**config.mk**
```make
export PLATFORM = sky130hd
export DESIGN_NAME = basic_line_chain_relinker_flat
export DESIGN_NICKNAME = d
export VERILOG_FILES = /design/src/rtl/core/blcr_pkg.sv /design/src/rtl/core/blcr_in_if.sv /design/src/rtl/core/blcr_out_if.sv /design/src/rtl/core/blcr_cfg_if.sv /design/src/rtl/core/basic_line_chain_relinker.sv /design/src/flat_wrapper.sv
export SDC_FILE = /design/constraint.sdc
export NUM_CORES = 1
export LEC_CHECK = 0
export ABC_CLOCK_PERIOD_IN_PS = 7390
export BUFFER_PORTS_ARGS = -buffer_cell sky130_fd_sc_hd__buf_2
export CAP_MARGIN = 10
export CORE_ASPECT_RATIO = 0.6
export CORE_MARGIN = 5
export CORE_UTILIZATION = 60
export DETAILED_ROUTE_END_ITERATION = 12
export PLACE_DENSITY = 0.89
export SLEW_MARGIN = 20
export SYNTH_ARGS = -nofsm -noshare
export SYNTH_HDL_FRONTEND = slang
export SYNTH_SLANG_ARGS = --single-unit
export TNS_END_PERCENT = 20
```
**constraint.sdc**
```tcl
create_clock -name clk -period 7.39 [get_ports clk]
set_clock_uncertainty 0.2 [all_clocks]
set_input_delay 0.3695 -clock clk [delete_from_list [all_inputs] [get_ports clk]]
set_output_delay 0.3695 -clock clk [all_outputs]
set_load 0.005 [all_outputs]
```
**src/rtl/core/blcr_pkg.sv**
```systemverilog
// shared constants and types for the basic line chain relinker
`timescale 1ns / 1ps

package blcr_pkg;

    localparam int MAX_PROGRAM_BYTES = 65536;
    localparam int POS_W             = 17;
    localparam int ADDR_W            = 16;
    localparam int CFG_INDEX_W       = 8;
    localparam int CFG_DATA_W        = 16;
    localparam logic [7:0] BODY_LIMIT = 8'd255;
    localparam logic [15:0] COUNT_MAX = 16'hFFFF;

    typedef enum logic [CFG_INDEX_W-1:0] {
        CFG_RELINK_ENABLE = 8'd0,
        CFG_RELINK_BASE   = 8'd1,
        CFG_CHECK_ENABLE  = 8'd2,
        CFG_CHECK_BASE    = 8'd3
    } cfg_index_t;

    typedef enum logic [1:0] {
        STATUS_RUN   = 2'd0,
        STATUS_DONE  = 2'd1,
        STATUS_ERROR = 2'd2
    } status_t;

    typedef enum logic [6:0] {
        PH_PTR_LO = 7'b0000001,
        PH_PTR_HI = 7'b0000010,
        PH_NUM_LO = 7'b0000100,
        PH_NUM_HI = 7'b0001000,
        PH_BODY   = 7'b0010000,
        PH_DONE   = 7'b0100000,
        PH_ERROR  = 7'b1000000
    } phase_t;

endpackage

```
**src/rtl/core/blcr_in_if.sv**
```systemverilog
// input byte channel
`timescale 1ns / 1ps

interface blcr_in_if;
    logic       valid;
    logic       ready;
    logic [7:0] data_byte;
    logic       first;
    logic       last;

    modport source (output valid, output data_byte, output first, output last, input ready);
    modport sink (input valid, input data_byte, input first, input last, output ready);
endinterface

```
**src/rtl/core/blcr_out_if.sv**
```systemverilog
// result channel
`timescale 1ns / 1ps

interface blcr_out_if;
    logic        valid;
    logic        ready;
    logic [1:0]  status;
    logic        patch_valid;
    logic [15:0] patch_offset;
    logic [15:0] patch_value;
    logic [15:0] relink_count;
    logic [16:0] program_size;

    modport source (output valid, output status, output patch_valid, output patch_offset,
                    output patch_value, output relink_count, output program_size,
                    input ready);
    modport sink (input valid, input status, input patch_valid, input patch_offset,
                  input patch_value, input relink_count, input program_size,
                  output ready);
endinterface

```
**src/rtl/core/blcr_cfg_if.sv**
```systemverilog
// configuration write channel
`timescale 1ns / 1ps

interface blcr_cfg_if;
    logic        valid;
    logic        ready;
    logic [7:0]  index;
    logic [15:0] data;

    modport source (output valid, output index, output data, input ready);
    modport sink (input valid, input index, input data, output ready);
endinterface

```
**src/rtl/core/basic_line_chain_relinker.sv**
```systemverilog
// line chain relinker and checker for a tokenized basic program
// the result beat of an accepted byte is registered and is offered in the next cycle
// throughput: one byte per cycle while results are taken, set by the single state update register stage
// a waiting result holds the next byte back unless the result leaves in the same cycle
// reset: asynchronous active low, clears configuration, chain state and result valid to the start of a program
`timescale 1ns / 1ps

module basic_line_chain_relinker
    import blcr_pkg::*;
(
    input  logic       clk,
    input  logic       rst_n,
    blcr_in_if.sink    in_ch,
    blcr_out_if.source out_ch,
    blcr_cfg_if.sink   cfg
);

    logic                  relink_enable_reg;
    logic [ADDR_W-1:0]     relink_base_reg;
    logic                  check_enable_reg;
    logic [ADDR_W-1:0]     check_base_reg;

    phase_t                phase_reg, phase_next;
    logic [POS_W-1:0]      position_reg, position_next;
    logic [ADDR_W-1:0]     line_start_reg, line_start_next;
    logic [ADDR_W-1:0]     next_pointer_reg, next_pointer_next;
    logic [7:0]            body_length_reg, body_length_next;
    logic [POS_W-1:0]      target_reg, target_next;
    logic [POS_W-1:0]      source_reg, source_next;
    logic [15:0]           patch_total_reg, patch_total_next;

    logic                  out_valid_reg;
    status_t               status_reg, status_next;
    logic                  patch_valid_reg, patch_valid_next;
    logic [15:0]           patch_offset_reg, patch_offset_next;
    logic [15:0]           patch_value_reg, patch_value_next;
    logic [POS_W-1:0]      program_size_reg, program_size_next;

    logic                  in_fire;
    logic                  out_fire;

    phase_t                ph;
    logic [POS_W-1:0]      pos;
    logic [ADDR_W-1:0]     ls;
    logic [ADDR_W-1:0]     np;
    logic [7:0]            bl;
    logic [POS_W-1:0]      rt;
    logic [POS_W-1:0]      rs;
    logic [15:0]           pt;
    logic [POS_W-1:0]      len;
    logic [ADDR_W-1:0]     np_full;
    logic                  patch;

    assign in_fire  = in_ch.valid && in_ch.ready;
    assign out_fire = out_ch.valid && out_ch.ready;
    assign in_ch.ready = !out_valid_reg || out_ch.ready;
    assign cfg.ready = 1'b1;

    // configuration registers
    always_ff @(posedge clk or negedge rst_n)
    begin
        if (!rst_n)
        begin
            relink_enable_reg <= 1'b0;
            relink_base_reg   <= '0;
            check_enable_reg  <= 1'b0;
            check_base_reg    <= '0;
        end
        else if (cfg.valid && cfg.ready)
        begin
            unique case (cfg.index)
                CFG_RELINK_ENABLE: relink_enable_reg <= cfg.data[0];
                CFG_RELINK_BASE:   relink_base_reg   <= cfg.data;
                CFG_CHECK_ENABLE:  check_enable_reg  <= cfg.data[0];
                CFG_CHECK_BASE:    check_base_reg    <= cfg.data;
                default:           ;
            endcase
        end
    end

    // effective state after an optional restart
    always_comb
    begin
        if (in_ch.first)
        begin
            ph  = PH_PTR_LO;
            pos = '0;
            ls  = '0;
            np  = '0;
            bl  = '0;
            rt  = {1'b0, relink_base_reg};
            rs  = {1'b0, check_base_reg};
            pt  = '0;
        end
        else
        begin
            ph  = phase_reg;
            pos = position_reg;
            ls  = line_start_reg;
            np  = next_pointer_reg;
            bl  = body_length_reg;
            rt  = target_reg;
            rs  = source_reg;
            pt  = patch_total_reg;
        end
    end

    assign len     = (pos + POS_W'(1)) - {1'b0, ls};
    assign np_full = {in_ch.data_byte, np[7:0]};

    always_comb
    begin
        phase_next        = ph;
        position_next     = pos;
        line_start_next   = ls;
        next_pointer_next = np;
        body_length_next  = bl;
        target_next       = rt;
        source_next       = rs;
        patch_total_next  = pt;
        patch             = 1'b0;
        patch_offset_next = '0;
        patch_value_next  = '0;

        if (ph != PH_DONE && ph != PH_ERROR)
        begin
            if (pos >= POS_W'(MAX_PROGRAM_BYTES))
            begin
                phase_next = PH_ERROR;
            end
            else
            begin
                unique case (ph)
                    PH_PTR_LO:
                    begin
                        line_start_next   = pos[ADDR_W-1:0];
                        next_pointer_next = {8'd0, in_ch.data_byte};
                        phase_next        = PH_PTR_HI;
                    end
                    PH_PTR_HI:
                    begin
                        next_pointer_next = np_full;
                        phase_next = (np_full == '0) ? PH_DONE : PH_NUM_LO;
                    end
                    PH_NUM_LO:
                    begin
                        phase_next = PH_NUM_HI;
                    end
                    PH_NUM_HI:
                    begin
                        body_length_next = '0;
                        phase_next       = PH_BODY;
                    end
                    default:
                    begin
                        if (in_ch.data_byte == 8'd0)
                        begin
                            phase_next = PH_PTR_LO;
                            if (check_enable_reg)
                            begin
                                source_next = rs + len;
                                if (source_next != {1'b0, np})
                                    phase_next = PH_ERROR;
                            end
                            if (phase_next != PH_ERROR && relink_enable_reg)
                            begin
                                target_next = rt + len;
                                if (target_next != {1'b0, np})
                                begin
                                    patch             = 1'b1;
                                    patch_offset_next = ls;
                                    patch_value_next  = target_next[ADDR_W-1:0];
                                end
                            end
                        end
                        else
                        begin
                            body_length_next = bl + 8'd1;
                            if (body_length_next >= BODY_LIMIT)
                                phase_next = PH_ERROR;
                        end
                    end
                endcase
                position_next = pos + POS_W'(1);
                if (in_ch.last && phase_next != PH_DONE)
                    phase_next = PH_ERROR;
            end
            if (phase_next == PH_ERROR)
                patch = 1'b0;
            if (patch && pt < COUNT_MAX)
                patch_total_next = pt + 16'd1;
        end

        patch_valid_next = patch;
        if (!patch)
        begin
            patch_offset_next = '0;
            patch_value_next  = '0;
        end

        priority if (phase_next == PH_DONE)
        begin
            status_next       = STATUS_DONE;
            program_size_next = position_next;
        end
        else if (phase_next == PH_ERROR)
        begin
            status_next       = STATUS_ERROR;
            program_size_next = '0;
        end
        else
        begin
            status_next       = STATUS_RUN;
            program_size_next = '0;
        end
    end

    // chain state
    always_ff @(posedge clk or negedge rst_n)
    begin
        if (!rst_n)
        begin
            phase_reg        <= PH_PTR_LO;
            position_reg     <= '0;
            line_start_reg   <= '0;
            next_pointer_reg <= '0;
            body_length_reg  <= '0;
            target_reg       <= '0;
            source_reg       <= '0;
            patch_total_reg  <= '0;
        end
        else if (in_fire)
        begin
            phase_reg        <= phase_next;
            position_reg     <= position_next;
            line_start_reg   <= line_start_next;
            next_pointer_reg <= next_pointer_next;
            body_length_reg  <= body_length_next;
            target_reg       <= target_next;
            source_reg       <= source_next;
            patch_total_reg  <= patch_total_next;
        end
    end

    // result register
    always_ff @(posedge clk or negedge rst_n)
    begin
        if (!rst_n)
            out_valid_reg <= 1'b0;
        else if (in_fire)
            out_valid_reg <= 1'b1;
        else if (out_fire)
            out_valid_reg <= 1'b0;
    end

    always_ff @(posedge clk)
    begin
        if (in_fire)
        begin
            status_reg       <= status_next;
            patch_valid_reg  <= patch_valid_next;
            patch_offset_reg <= patch_offset_next;
            patch_value_reg  <= patch_value_next;
            program_size_reg <= program_size_next;
        end
    end

    assign out_ch.valid        = out_valid_reg;
    assign out_ch.status       = status_reg;
    assign out_ch.patch_valid  = patch_valid_reg;
    assign out_ch.patch_offset = patch_offset_reg;
    assign out_ch.patch_value  = patch_value_reg;
    assign out_ch.relink_count = patch_total_reg;
    assign out_ch.program_size = program_size_reg;

    // a patch only comes with a chain still in progress
    a_patch_in_progress: assert property (@(posedge clk) disable iff (!rst_n)
        (out_valid_reg && patch_valid_reg) |-> (status_reg == STATUS_RUN))
        else $error("patch beat with a finished or failed chain");

    // size is reported only for a finished chain
    a_size_only_done: assert property (@(posedge clk) disable iff (!rst_n)
        (out_valid_reg && program_size_reg != '0) |-> (status_reg == STATUS_DONE))
        else $error("program size without a finished chain");

    // the rewrite count never falls within one program
    a_count_monotonic: assert property (@(posedge clk) disable iff (!rst_n)
        (in_fire && !in_ch.first) |=> (patch_total_reg >= $past(patch_total_reg)))
        else $error("rewrite count decreased without a restart");

    // a finished or failed chain ignores further bytes
    a_terminal_holds: assert property (@(posedge clk) disable iff (!rst_n)
        (in_fire && !in_ch.first && (phase_reg == PH_DONE || phase_reg == PH_ERROR))
        |=> ($stable(phase_reg) && $stable(position_reg)))
        else $error("terminal chain state changed without a restart");

endmodule

```
**src/flat_wrapper.sv**
```systemverilog
// flat-port wrapper written by rule: the top's interface ports become plain ports
module basic_line_chain_relinker_flat import blcr_pkg::*;
  (clk, rst_n, in_ch_valid, in_ch_data_byte, in_ch_first, in_ch_last, in_ch_ready, out_ch_valid, out_ch_status, out_ch_patch_valid, out_ch_patch_offset, out_ch_patch_value, out_ch_relink_count, out_ch_program_size, out_ch_ready, cfg_valid, cfg_index, cfg_data, cfg_ready);
  blcr_in_if in_ch_i ();
  blcr_out_if out_ch_i ();
  blcr_cfg_if cfg_i ();
  input  logic clk;
  input  logic rst_n;
  input wire logic [$bits(in_ch_i.valid)-1:0] in_ch_valid;
  input wire logic [$bits(in_ch_i.data_byte)-1:0] in_ch_data_byte;
  input wire logic [$bits(in_ch_i.first)-1:0] in_ch_first;
  input wire logic [$bits(in_ch_i.last)-1:0] in_ch_last;
  output wire logic [$bits(in_ch_i.ready)-1:0] in_ch_ready;
  output wire logic [$bits(out_ch_i.valid)-1:0] out_ch_valid;
  output wire logic [$bits(out_ch_i.status)-1:0] out_ch_status;
  output wire logic [$bits(out_ch_i.patch_valid)-1:0] out_ch_patch_valid;
  output wire logic [$bits(out_ch_i.patch_offset)-1:0] out_ch_patch_offset;
  output wire logic [$bits(out_ch_i.patch_value)-1:0] out_ch_patch_value;
  output wire logic [$bits(out_ch_i.relink_count)-1:0] out_ch_relink_count;
  output wire logic [$bits(out_ch_i.program_size)-1:0] out_ch_program_size;
  input wire logic [$bits(out_ch_i.ready)-1:0] out_ch_ready;
  input wire logic [$bits(cfg_i.valid)-1:0] cfg_valid;
  input wire logic [$bits(cfg_i.index)-1:0] cfg_index;
  input wire logic [$bits(cfg_i.data)-1:0] cfg_data;
  output wire logic [$bits(cfg_i.ready)-1:0] cfg_ready;
  assign in_ch_i.valid = in_ch_valid;
  assign in_ch_i.data_byte = in_ch_data_byte;
  assign in_ch_i.first = in_ch_first;
  assign in_ch_i.last = in_ch_last;
  assign in_ch_ready = in_ch_i.ready;
  assign out_ch_valid = out_ch_i.valid;
  assign out_ch_status = out_ch_i.status;
  assign out_ch_patch_valid = out_ch_i.patch_valid;
  assign out_ch_patch_offset = out_ch_i.patch_offset;
  assign out_ch_patch_value = out_ch_i.patch_value;
  assign out_ch_relink_count = out_ch_i.relink_count;
  assign out_ch_program_size = out_ch_i.program_size;
  assign out_ch_i.ready = out_ch_ready;
  assign cfg_i.valid = cfg_valid;
  assign cfg_i.index = cfg_index;
  assign cfg_i.data = cfg_data;
  assign cfg_ready = cfg_i.ready;
  basic_line_chain_relinker u_core (.clk(clk), .rst_n(rst_n), .in_ch(in_ch_i), .out_ch(out_ch_i), .cfg(cfg_i));
endmodule
```
# == Word level (Yosys, flattened, before mapping) ==
# Index checks and enable logic that the tools add are counted.
# classes
add_sub_neg,6
mul,0
div,0
magnitude_cmp,3
eq_ne,16
shift,0
n_mux,59
n_bitwise,5
n_reduce_logical,19
# op_table
operator,count
$mux 17,15
$mux 16,10
$mux 7,15
$add 17x17->17,2
$ne 17x16->1,2
$mux 8,4
$pmux 16 s2,1
$pmux 7 s4,1
$add 17x1->17 const B,1
$ge 17x17->1 const B,1
$sub 17x16->17,1
$add 16x1->16 const B,1
$eq 8x2->1 const B,2
$logic_not 16->1,1
$logic_not 8->1,2
$lt 16x16->1 const B,1
$pmux 8 s2,1
$eq 7x7->1 const B,2
$ne 7x6->1 const B,2
$ne 7x7->1 const B,2
$mux 1,10
$reduce_or 10->1,1
$add 8x1->8 const B,1
$eq 8x1->1 const B,1
other kinds (16),28
# totals
ff_bits,201
latchBits,0
ramBits,0
rom_bits,0
in_bits,39
out_inout_bits,71
mem_count,0

# == Depth between registers and ports, before layout ==
# Gate-level depths: netlist of run 1.
# depth
ltp_word,26
depth_mapped,33

# == Worst setup path after synthesis of run 1 ==
# No wires, ideal clock.
# synth_path
kind,input-to-reg
start,input in_ch_first
end,register u_core.program_size_reg[10] (netlist: u_core.out_ch.program_size[10]) (data pin)
arrival_time_ns,7.058
slack_ns,-0.129
stages,32
path_buffers,9
path_cell_list,buf_6 buf_2 clkbuf_1 buf_2 buf_1 buf_1 clkbuf_1 clkbuf_1 nor2b_1 ha_1 fa_1 and2b_1 o2111ai_1 nand2_1 a21o_2 a21oi_1 xnor2_1 ha_1 a2111oi_0 a22oi_1 a21oi_1 nor2_1 o221ai_1 a211oi_1 nor3_1 xnor3_1 a21boi_2 nand3_1 a21oi_2 a21boi_2 buf_2 nor3_2
# synth_between
word_cells_on_any_way,42
cone_classes,add/sub (4); order compare (2); eq/ne (9); mux (24); reduce/logical (3)
# synth_lines
item,line_no,rtl
start: declaration,flat_wrapper.sv:11,input wire logic [$bits(in_ch_i.first)-1:0] in_ch_first;
$mux 16 (*),basic_line_chain_relinker.sv:84,if (in_ch.first)
net u_core.ls[0],basic_line_chain_relinker.sv:44,logic [ADDR_W-1:0] ls;
$sub 17x16->17 (*),basic_line_chain_relinker.sv:108,"assign len = (pos + POS_W'(1)) - {1'b0, ls};"
$add 17x17->17 (*),basic_line_chain_relinker.sv:161,source_next = rs + len;
$ne 17x16->1 (*),basic_line_chain_relinker.sv:162,"if (source_next != {1'b0, np})"
$mux 7 (*),basic_line_chain_relinker.sv:162,
$mux 7 (*),basic_line_chain_relinker.sv:159,if (check_enable_reg)
$mux 7 (*),basic_line_chain_relinker.sv:156,if (in_ch.data_byte == 8'd0)
(+5 left out),-,
$mux 7 (*),basic_line_chain_relinker.sv:127,if (pos >= POS_W'(MAX_PROGRAM_BYTES))
$mux 7 (*),basic_line_chain_relinker.sv:125,if (ph != PH_DONE && ph != PH_ERROR)
$ne 7x6->1,basic_line_chain_relinker.sv:185,if (in_ch.last && phase_next != PH_DONE)
$logic_and 1x1->1,basic_line_chain_relinker.sv:185,
$mux 7 (*),basic_line_chain_relinker.sv:185,
$mux 7 (*),basic_line_chain_relinker.sv:127,
$mux 7 (*) (2 in series),basic_line_chain_relinker.sv:125,
$eq 7x6->1 (*),basic_line_chain_relinker.sv:201,priority if (phase_next == PH_DONE)
end signal: assignment,basic_line_chain_relinker.sv:264,program_size_reg <= program_size_next;
end: declaration,basic_line_chain_relinker.sv:37,"logic [POS_W-1:0] program_size_reg, program_size_next;"
# Mark *: on every way through the listed nets, which the timed path passes. The rest lies on a longest branch. The select of a mux whose other input is x is not followed.
# A chain may end at the register's enable or synchronous reset.

# == Final worst setup path of run 1 ==
# layout_path
start,register u_core.position_reg[1]
end,register u_core.patch_total_reg[5] (netlist: u_core.out_ch.relink_count[5])
# layout_between
elab_chain_cells,26
word_cells_on_any_way,36
cone_classes,add/sub (4); order compare (1); eq/ne (5); mux (23); reduce/logical (3)
# layout_lines
item,line_no,rtl
start: declaration,basic_line_chain_relinker.sv:24,"logic [POS_W-1:0] position_reg, position_next;"
start signal: assignment,basic_line_chain_relinker.sv:235,position_reg <= position_next;
$mux 17 (*),basic_line_chain_relinker.sv:84,
$add 17x1->17,basic_line_chain_relinker.sv:108,
$sub 17x16->17,basic_line_chain_relinker.sv:108,
$add 17x17->17,basic_line_chain_relinker.sv:161,
$ne 17x16->1,basic_line_chain_relinker.sv:162,
$mux 7,basic_line_chain_relinker.sv:162,
$mux 7,basic_line_chain_relinker.sv:159,
$mux 7,basic_line_chain_relinker.sv:156,
(+10 left out),-,
$mux 7,basic_line_chain_relinker.sv:127,
$mux 7,basic_line_chain_relinker.sv:125,
$eq 7x7->1,basic_line_chain_relinker.sv:188,if (phase_next == PH_ERROR)
$mux 1 (*),basic_line_chain_relinker.sv:188,
$mux 1 (*),basic_line_chain_relinker.sv:125,
$logic_and 1x1->1 (*),basic_line_chain_relinker.sv:190,if (patch && pt < COUNT_MAX)
$mux 16 (*),basic_line_chain_relinker.sv:190,
$mux 16 (*),basic_line_chain_relinker.sv:125,
end signal: assignment,basic_line_chain_relinker.sv:241,patch_total_reg <= patch_total_next;
end: declaration,basic_line_chain_relinker.sv:30,"logic [15:0] patch_total_reg, patch_total_next;"
# Every way passes the cells marked *; elsewhere a longest branch is shown, timed or not. The select of a mux whose other input is x is not followed.

==> flow_summary.yaml, run 1 <==
synth:
  yosysWarnings: 0
  synth_area_mm2: 0.0140
  synth.top_cell.area_share: 0.264
  avgSynthCellArea_um2: 9.45
  synthArstFlopShare: 0.741
  synth_cells: 1483
  ys_seq_area_frac: 0.378
  synth-seq-cells: 201
  synth-edff-count: 52
  synth_nets: 1568
  synth_top_area_cell: "dfrtp_1"
  ys_types: 117
  ys.flop_type: "dfrtp_1"
  yosys-top-cells-area: "dfrtp_1 26%, edfxtp_1 11%, mux2_2 6.3%, nand2_1 5.0%, xnor2_1 4.3%"
hold_path:
  min_path_type: "input port to register"
  hold_depth: 2
  holdPathEnd: "u_core.next_pointer_reg[14]"
  hp-start: "in_ch_data_byte[6]"
die:
  die_h_um: 128
  start_util: 0.608
  die-area_mm2: 0.0266
  fp.dieW_um: 207
  coreArea_mm2: 0.0230
  pin_count: 110
  rows: 43
critical_path:
  crit_path_end_kind: "register"
  cp_max_fo: 7
  rr_startpoint: "u_core.position_reg[1]"
  worst_r2r_endpoint: "u_core.out_ch.relink_count[5]"
  regToRegSetupSlack_ns: 0.37
  startpoint_type: "register"
  worst_ep_arrival_time_ns: 7.21
  r2r_cells: 25
  required_ns: 7.58
  crit_type: "register to register"
sta:
  rsz0062_at_grt: "false"
  holdWs_ns: 0.0455
  final.setup.tns_ns: 0
  final_max_slew_viol_count: 0
  tightest_slew_ns: 1.13
  hold_viol_final: 0
  period_share: 0.950
  fmax_mhz: 142
  max_slew_margin: 0.244
  finalWorstPathRequiredPeriod_ns: 7.02
  setup_viol: 0
clock_network:
  cts.reportedPaths.clkPinSlew_ns: 0.07
  clock_latency_ns: 0.53
  clockBufferDepth: 3
  cts_tree: "yes"
  cts.sinks: 201
  cts_buffers: 21
  clockRootBuffer: "clkbuf_16"
  htree_levels: 1
placement:
  numPortBuffers: 108
  gp_congestion: 1.01
  dp_hpwl_mm: 31.9
  dp.cells: 1867
finish:
  drive_above_1_share: 0.215
  syn_to_final_growth_pct: 14.0
  nets: 1687
  diodes: 0
  finalNonFillerCells: 1932
drt:
  via_per_inst: 6.46
  drt-initial-drc-count: 1355
  ant_nets: 0
  drt-total-wl_mm: 42.5
  firstDrtPassIters: 8
  post-route-drc-count: 0
  wl_per_cell_um: 22.0
  vias: 12500
global_route:
  grtUsageMet3: 0.0921
  overflow: 0
  busiest_layer: "met1"
  gr-usage-met2: 0.442
  grt_max_degree: 81
  grt_pass1_wl_mm: 66.6
  met1_usage: 0.487
  grt_pass1_vias: 11700
  antenna_found_initial: 1
  grt_usage: 0.314
pwr:
  finalPower_mw: 5.31
  p_per_area_mw_per_mm2: 332
  p_leak_nw: 6.85
  vdd_drop_max_mv: 0.189
run_status:
  status: "finished, final reports clean"
flow_run:
  drv_cap: 0
worst max-delay path: stages, from the launching register on:
cell and delay, ns:
dfrtp_1 0.40, nor2b_1 0.26, ha_1 0.25, nand3_1 0.18, nor2_1 0.25, and3_1 0.29, mux2_2 0.38, ha_1 0.38
o21ai_0 0.23, o21bai_2 0.15, or4_1 0.42, o221a_2 0.32, a21oi_1 0.37, ha_1 0.34, inv_1 0.20, or3_1 0.15
o2bb2ai_1 0.08, a211oi_2 0.28, xnor3_1 0.25, a211oi_1 0.34, and4_1 0.46, buf_4 0.22, nor4_4 0.05, buf_4 0.19
mux2i_1 0.16, nand3_1 0.09
synthesized netlist by cell type, drive strengths merged (9+ instances only):
cell type and count:
o21a 9, dfrtp 148, a21oi 65, o21ai 102, buf 17, clkbuf 61, mux2 79, nor4 29
a211oi 16, o211ai 17, edfxtp 52, a22o 12, nor2 91, nand4 15, mux2i 25, a22oi 16
a31oi 14, nand3b 9, nand3 53, xor2 38, nand2 188, nor3 47, o31ai 10, ha 43
and2 32, inv 31, and3 18, xnor2 68, nand2b 12, nor2b 29, a21o 13
layout make-up:
| type | instances | area, um^2 |
|---|---|---|
| Timing Repair Buffer | 174 | 1160 |
| Clock inverter | 11 | 106 |
| Fill cell | 1777 | 7060 |
| Multi-Input combinational cell | 1172 | 8300 |
| Sequential cell | 201 | 5290 |
| Inverter | 32 | 120 |
| Tap cell | 315 | 394 |
| Clock buffer | 27 | 599 |
metrics by stage:
step                      cell area (um^2)  setup WS, ns  utilization
after global placement               15000         0.565        0.650
after CTS                            15900         0.466        0.692
after global routing                 16000        0.0411        0.694
after floorplan                      14000         0.107            -
final                                16000         0.367        0.694
after detailed placement             15000         0.378        0.650
power by group:
part	internal, mW	total, mW	switching (mW)
sequential	1.25	1.36	0.117
combinational	1.11	2.86	1.74
clock	0.618	1.09	0.468
per-layer routing:
layer / wire (um) / part of all wire
met1: 19300 / 0.45
met2: 17300 / 0.41
met3: 5250 / 0.12
met4: 653 / 0.015
met5: 21 / 0.00049
what timing repair did:
item | CTS | global route
hold buffers | 26 | 0
hold endpoints to repair | 127 | 0
endpoints found under the setup margin | 0 | 26
buffers inserted | 0 | 1
resized for setup | 0 | 2
worst max-delay path by stage:
stage,startpoint,end,slack (ns),cells past startpoint
5_1_grt,u_core.position_reg[1],u_core.out_ch.relink_count[10],0.04,26
3_5_place_dp,in_ch_first,u_core.target_reg[2],0.38,28
3_3_place_gp,in_ch_first,u_core.out_ch.relink_count[5],0.56,26
2_1_floorplan,in_ch_first,u_core.out_ch.relink_count[5],0.11,32
4_1_cts,u_core.position_reg[1],u_core.out_ch.program_size[8],0.47,26
6_report,u_core.position_reg[1],u_core.out_ch.relink_count[5],0.37,25
kinds of logic after synthesis:
logic type | count (synthesis) | share of synthesized area
xor gates and xnor gates | 112 | 0.0759
buffers and inverters | 110 | 0.0323
and+or+nand+nor | 557 | 0.209
adders and majority gates | 48 | 0.0441
AOI/OAI and AO/OA | 350 | 0.179
DFF | 201 | 0.378
muxes | 104 | 0.0816
other | 1 | 0.000268
layout by cell type, fill, tap and decap left out, drive strengths merged, types with 38 or more instances in the layout:
cell,Yosys,layout
nand2,188,188
dfrtp,148,148
buf,17,148
o21ai,102,102
nor2,91,91
mux2,79,79
xnor2,68,68
a21oi,65,65
nand3,53,53
edfxtp,52,52
nor3,47,47
ha,43,43
xor2,38,38
Note: power is estimated with default switching activity, not from simulation.
==> run 2: changes to the inputs <==
--- a/config.mk
+++ b/config.mk
@@ -7,2 +7,3 @@
 export LEC_CHECK = 0
+export ABC_AREA = 1
 export ABC_CLOCK_PERIOD_IN_PS = 7390
--- a/constraint.sdc
+++ b/constraint.sdc
@@ -4,2 +4,2 @@
 set_output_delay 0.3695 -clock clk [all_outputs]
-set_load 0.005 [all_outputs]
+set_load 0.1 [all_outputs]
==> run 2 against run 1 <==
Compared with the run above: design area fell by 0.25%; sequential power is essentially flat; critical path depth grew 12; hold slack lost 0.034 ns; power increased by 14%; maximum frequency is 3.8% higher; combinational power is 24% higher; non-clock buffer count is 24 lower; sequential share of layout area rose by 0.083 points; routed wire length up 6.6%; clock power about the same; clock-buffer cell count unchanged; critical path type unchanged; largest cell class unchanged; highest routed layer is now met4.
==> flow_summary.yaml, run 2 <==
drt:
  drt-initial-drc-count: 1991
  wl_per_cell_um: 18.7
  vias: 14400
  ant_nets: 0
  post-route-drc-count: 0
  firstDrtPassIters: 7
  via_per_inst: 5.94
  drt-total-wl_mm: 45.3
synth:
  avgSynthCellArea_um2: 7.12
  yosys-top-cells-area: "dfrtp_1 26%, nand2_1 12%, edfxtp_1 11%, inv_1 7.8%, o21ai_0 6.9%"
  synth-seq-cells: 201
  synth_commonest_cells: "471 x nand2_1, 294 x inv_1, 196 x o21ai_0, 184 x nor2_1, 148 x dfrtp_1"
  synth.top_cell.area_share: 0.260
  synth_cells: 1998
  yosysMostFrequentCell: "nand2_1"
  yosysWarnings: 0
  ys.flop_type: "dfrtp_1"
  synth_top_area_cell: "dfrtp_1"
  synth-edff-count: 52
  ys_types: 65
  synth_area_mm2: 0.0142
  synthArstFlopShare: 0.741
  synth_nets: 2083
  ys_seq_area_frac: 0.372
finish:
  nets: 2182
  layout_common_cells: "468 x nand2_1, 294 x inv_1, 196 x o21ai_0"
  drive_above_1_share: 0.115
  fin_util: 0.685
  diodes: 0
  syn_to_final_growth_pct: 11.9
  finalNonFillerCells: 2427
  final_common_cell: "nand2_1"
critical_path:
  crit_type: "register to register"
  path_common_cell: "nand2_1"
  cp_max_fo: 18
  worst_path_largest_cell_delay_ns: 0.48
  crit_path_end_kind: "register"
  required_ns: 7.53
  worst_ep_arrival_time_ns: 6.91
  crit_slowest_cell: "xor2_1"
  startpoint_type: "register"
sta:
  rsz0062_at_grt: "false"
  max_slew_margin: 0.282
  tightest_slew_ns: 1.07
  hold_viol_final: 0
  final.setup.tns_ns: 0
  final_max_slew_viol_count: 0
  setup_viol: 0
  period_share: 0.916
  finalWorstPathRequiredPeriod_ns: 6.77
  fmax_mhz: 148
global_route:
  antenna_found_initial: 0
  grt_max_degree: 80
  grt_pass1_wl_mm: 70.9
  grt_usage: 0.329
  overflow: 0
  grt_pass1_vias: 13000
clock_network:
  clockBufferDepth: 3
  clock_latency_ns: 0.53
  clockRootBuffer: "clkbuf_16"
  cts.sinks: 201
  cts.reportedPaths.clkPinSlew_ns: 0.07
  cts_tree: "yes"
  cts_buffers: 21
  htree_levels: 1
placement:
  numPortBuffers: 108
  gp_congestion: 0.988
  dp.cells: 2366
  dp_hpwl_mm: 33.0
pwr:
  p_per_area_mw_per_mm2: 379
  p_leak_nw: 7.99
  vdd_drop_max_mv: 0.223
die:
  die-area_mm2: 0.0270
  coreArea_mm2: 0.0232
  start_util: 0.612
  die_h_um: 129
  rows: 43
  pin_count: 110
  fp.dieW_um: 209
flow_run:
  drv_cap: 0
run_status:
  status: "finished, final reports clean"
hold_path:
  min_path_type: "input port to register"
## run 2: cell count changes in the layout (fill, tap and decap cells not counted), sizes merged, moves of 19 or more
| cell | change |
|---|---|
| a21oi | +31 |
| and2 | -30 |
| buf | -21 |
| inv | +273 |
| mux2 | -79 |
| nand2 | +299 |
| nand3 | +94 |
| nand4 | +21 |
| nor2 | +100 |
| nor2b | -29 |
| nor4 | -19 |
| o21ai | +99 |
| xnor2 | -58 |
## run 2: kinds of logic (layout without fill, tap and decap cells)
family,Yosys count,after routing,synth area share
fa+ha+maj,46,46,0.0420
other cells,1,1,0.000263
xor+xnor,59,59,0.0402
simple gates,936,936,0.292
flops,201,201,0.372
mux,7,7,0.00492
buf+inv,380,494,0.104
compound gates,368,368,0.146
## run 2: stage by stage
stage / cell area [um^2] / worst slack (ns) / hold slack, ns / power [mW]
finish: 15900 / 0.622 / 0.0116 / 6.03
detailed placement: 15000 / 0.657 / 0.261 / 4.71
global placement: 15000 / 0.790 / 0.258 / 4.69
global route: 15900 / 0.0936 / 0.0642 / 6.38
CTS: 15900 / 0.823 / 0.00247 / 5.86
floorplan: 14200 / 0.826 / -0.126 / 3.75
## run 2: worst paths after layout
path,from,to,slack (ns),cells past startpoint
min,cfg_index[0],u_core.check_enable_reg,0.01,4
min reg2reg,u_core.source_reg[5],u_core.source_reg[5],0.28,2
max,u_core.position_reg[0],u_core.out_ch.program_size[15],0.62,37
min in group asynchronous,rst_n,u_core.position_reg[2],0.28,2
max reg2reg,u_core.position_reg[0],u_core.out_ch.program_size[15],0.62,37
max in group asynchronous,rst_n,u_core.next_pointer_reg[4],5.21,3
## run 2: power breakdown
group / total, mW / internal, mW / leakage, nW / switching, mW
registers: 1.36 / 1.28 / 2.49 / 0.0775
clock network: 1.11 / 0.634 / 0.334 / 0.480
logic: 3.56 / 1.02 / 5.17 / 2.54
## run 2: final cells by class
type | instances | area (um^2)
Timing Repair Buffer | 150 | 920
Fill cell | 1971 | 7310
Clock inverter | 11 | 139
Inverter | 306 | 1150
Tap cell | 315 | 394
Clock buffer | 27 | 548
Multi-Input combinational cell | 1417 | 7490
Sequential cell | 201 | 5290
## run 2: timing repair
item	4_1_cts	5_1_grt
setup buffers	0	0
hold buffers	23	0
setup endpoints to repair	0	4
gates resized for setup	0	1
endpoints found under the hold margin	113	0
## run 2: worst max-delay path, delay by kind of cell, from the launching register on
kind / cells / cell delay, ns
buffers and inverters: 2 / 0.18
AO/OA/AOI/OAI: 4 / 0.51
adder cells (fa/ha/maj): 3 / 0.94
AND/OR/NAND/NOR: 26 / 3.47
XOR/XNOR: 2 / 0.93
flip-flops: 1 / 0.35
## run 2: layer usage
metal  share of wire  GRT usage  vias up
met5               0          0        -
met4           0.026     0.0752        0
met3            0.16      0.113       91
met2            0.39      0.451      931
met1            0.43      0.500     6671
li1                -          -     6725
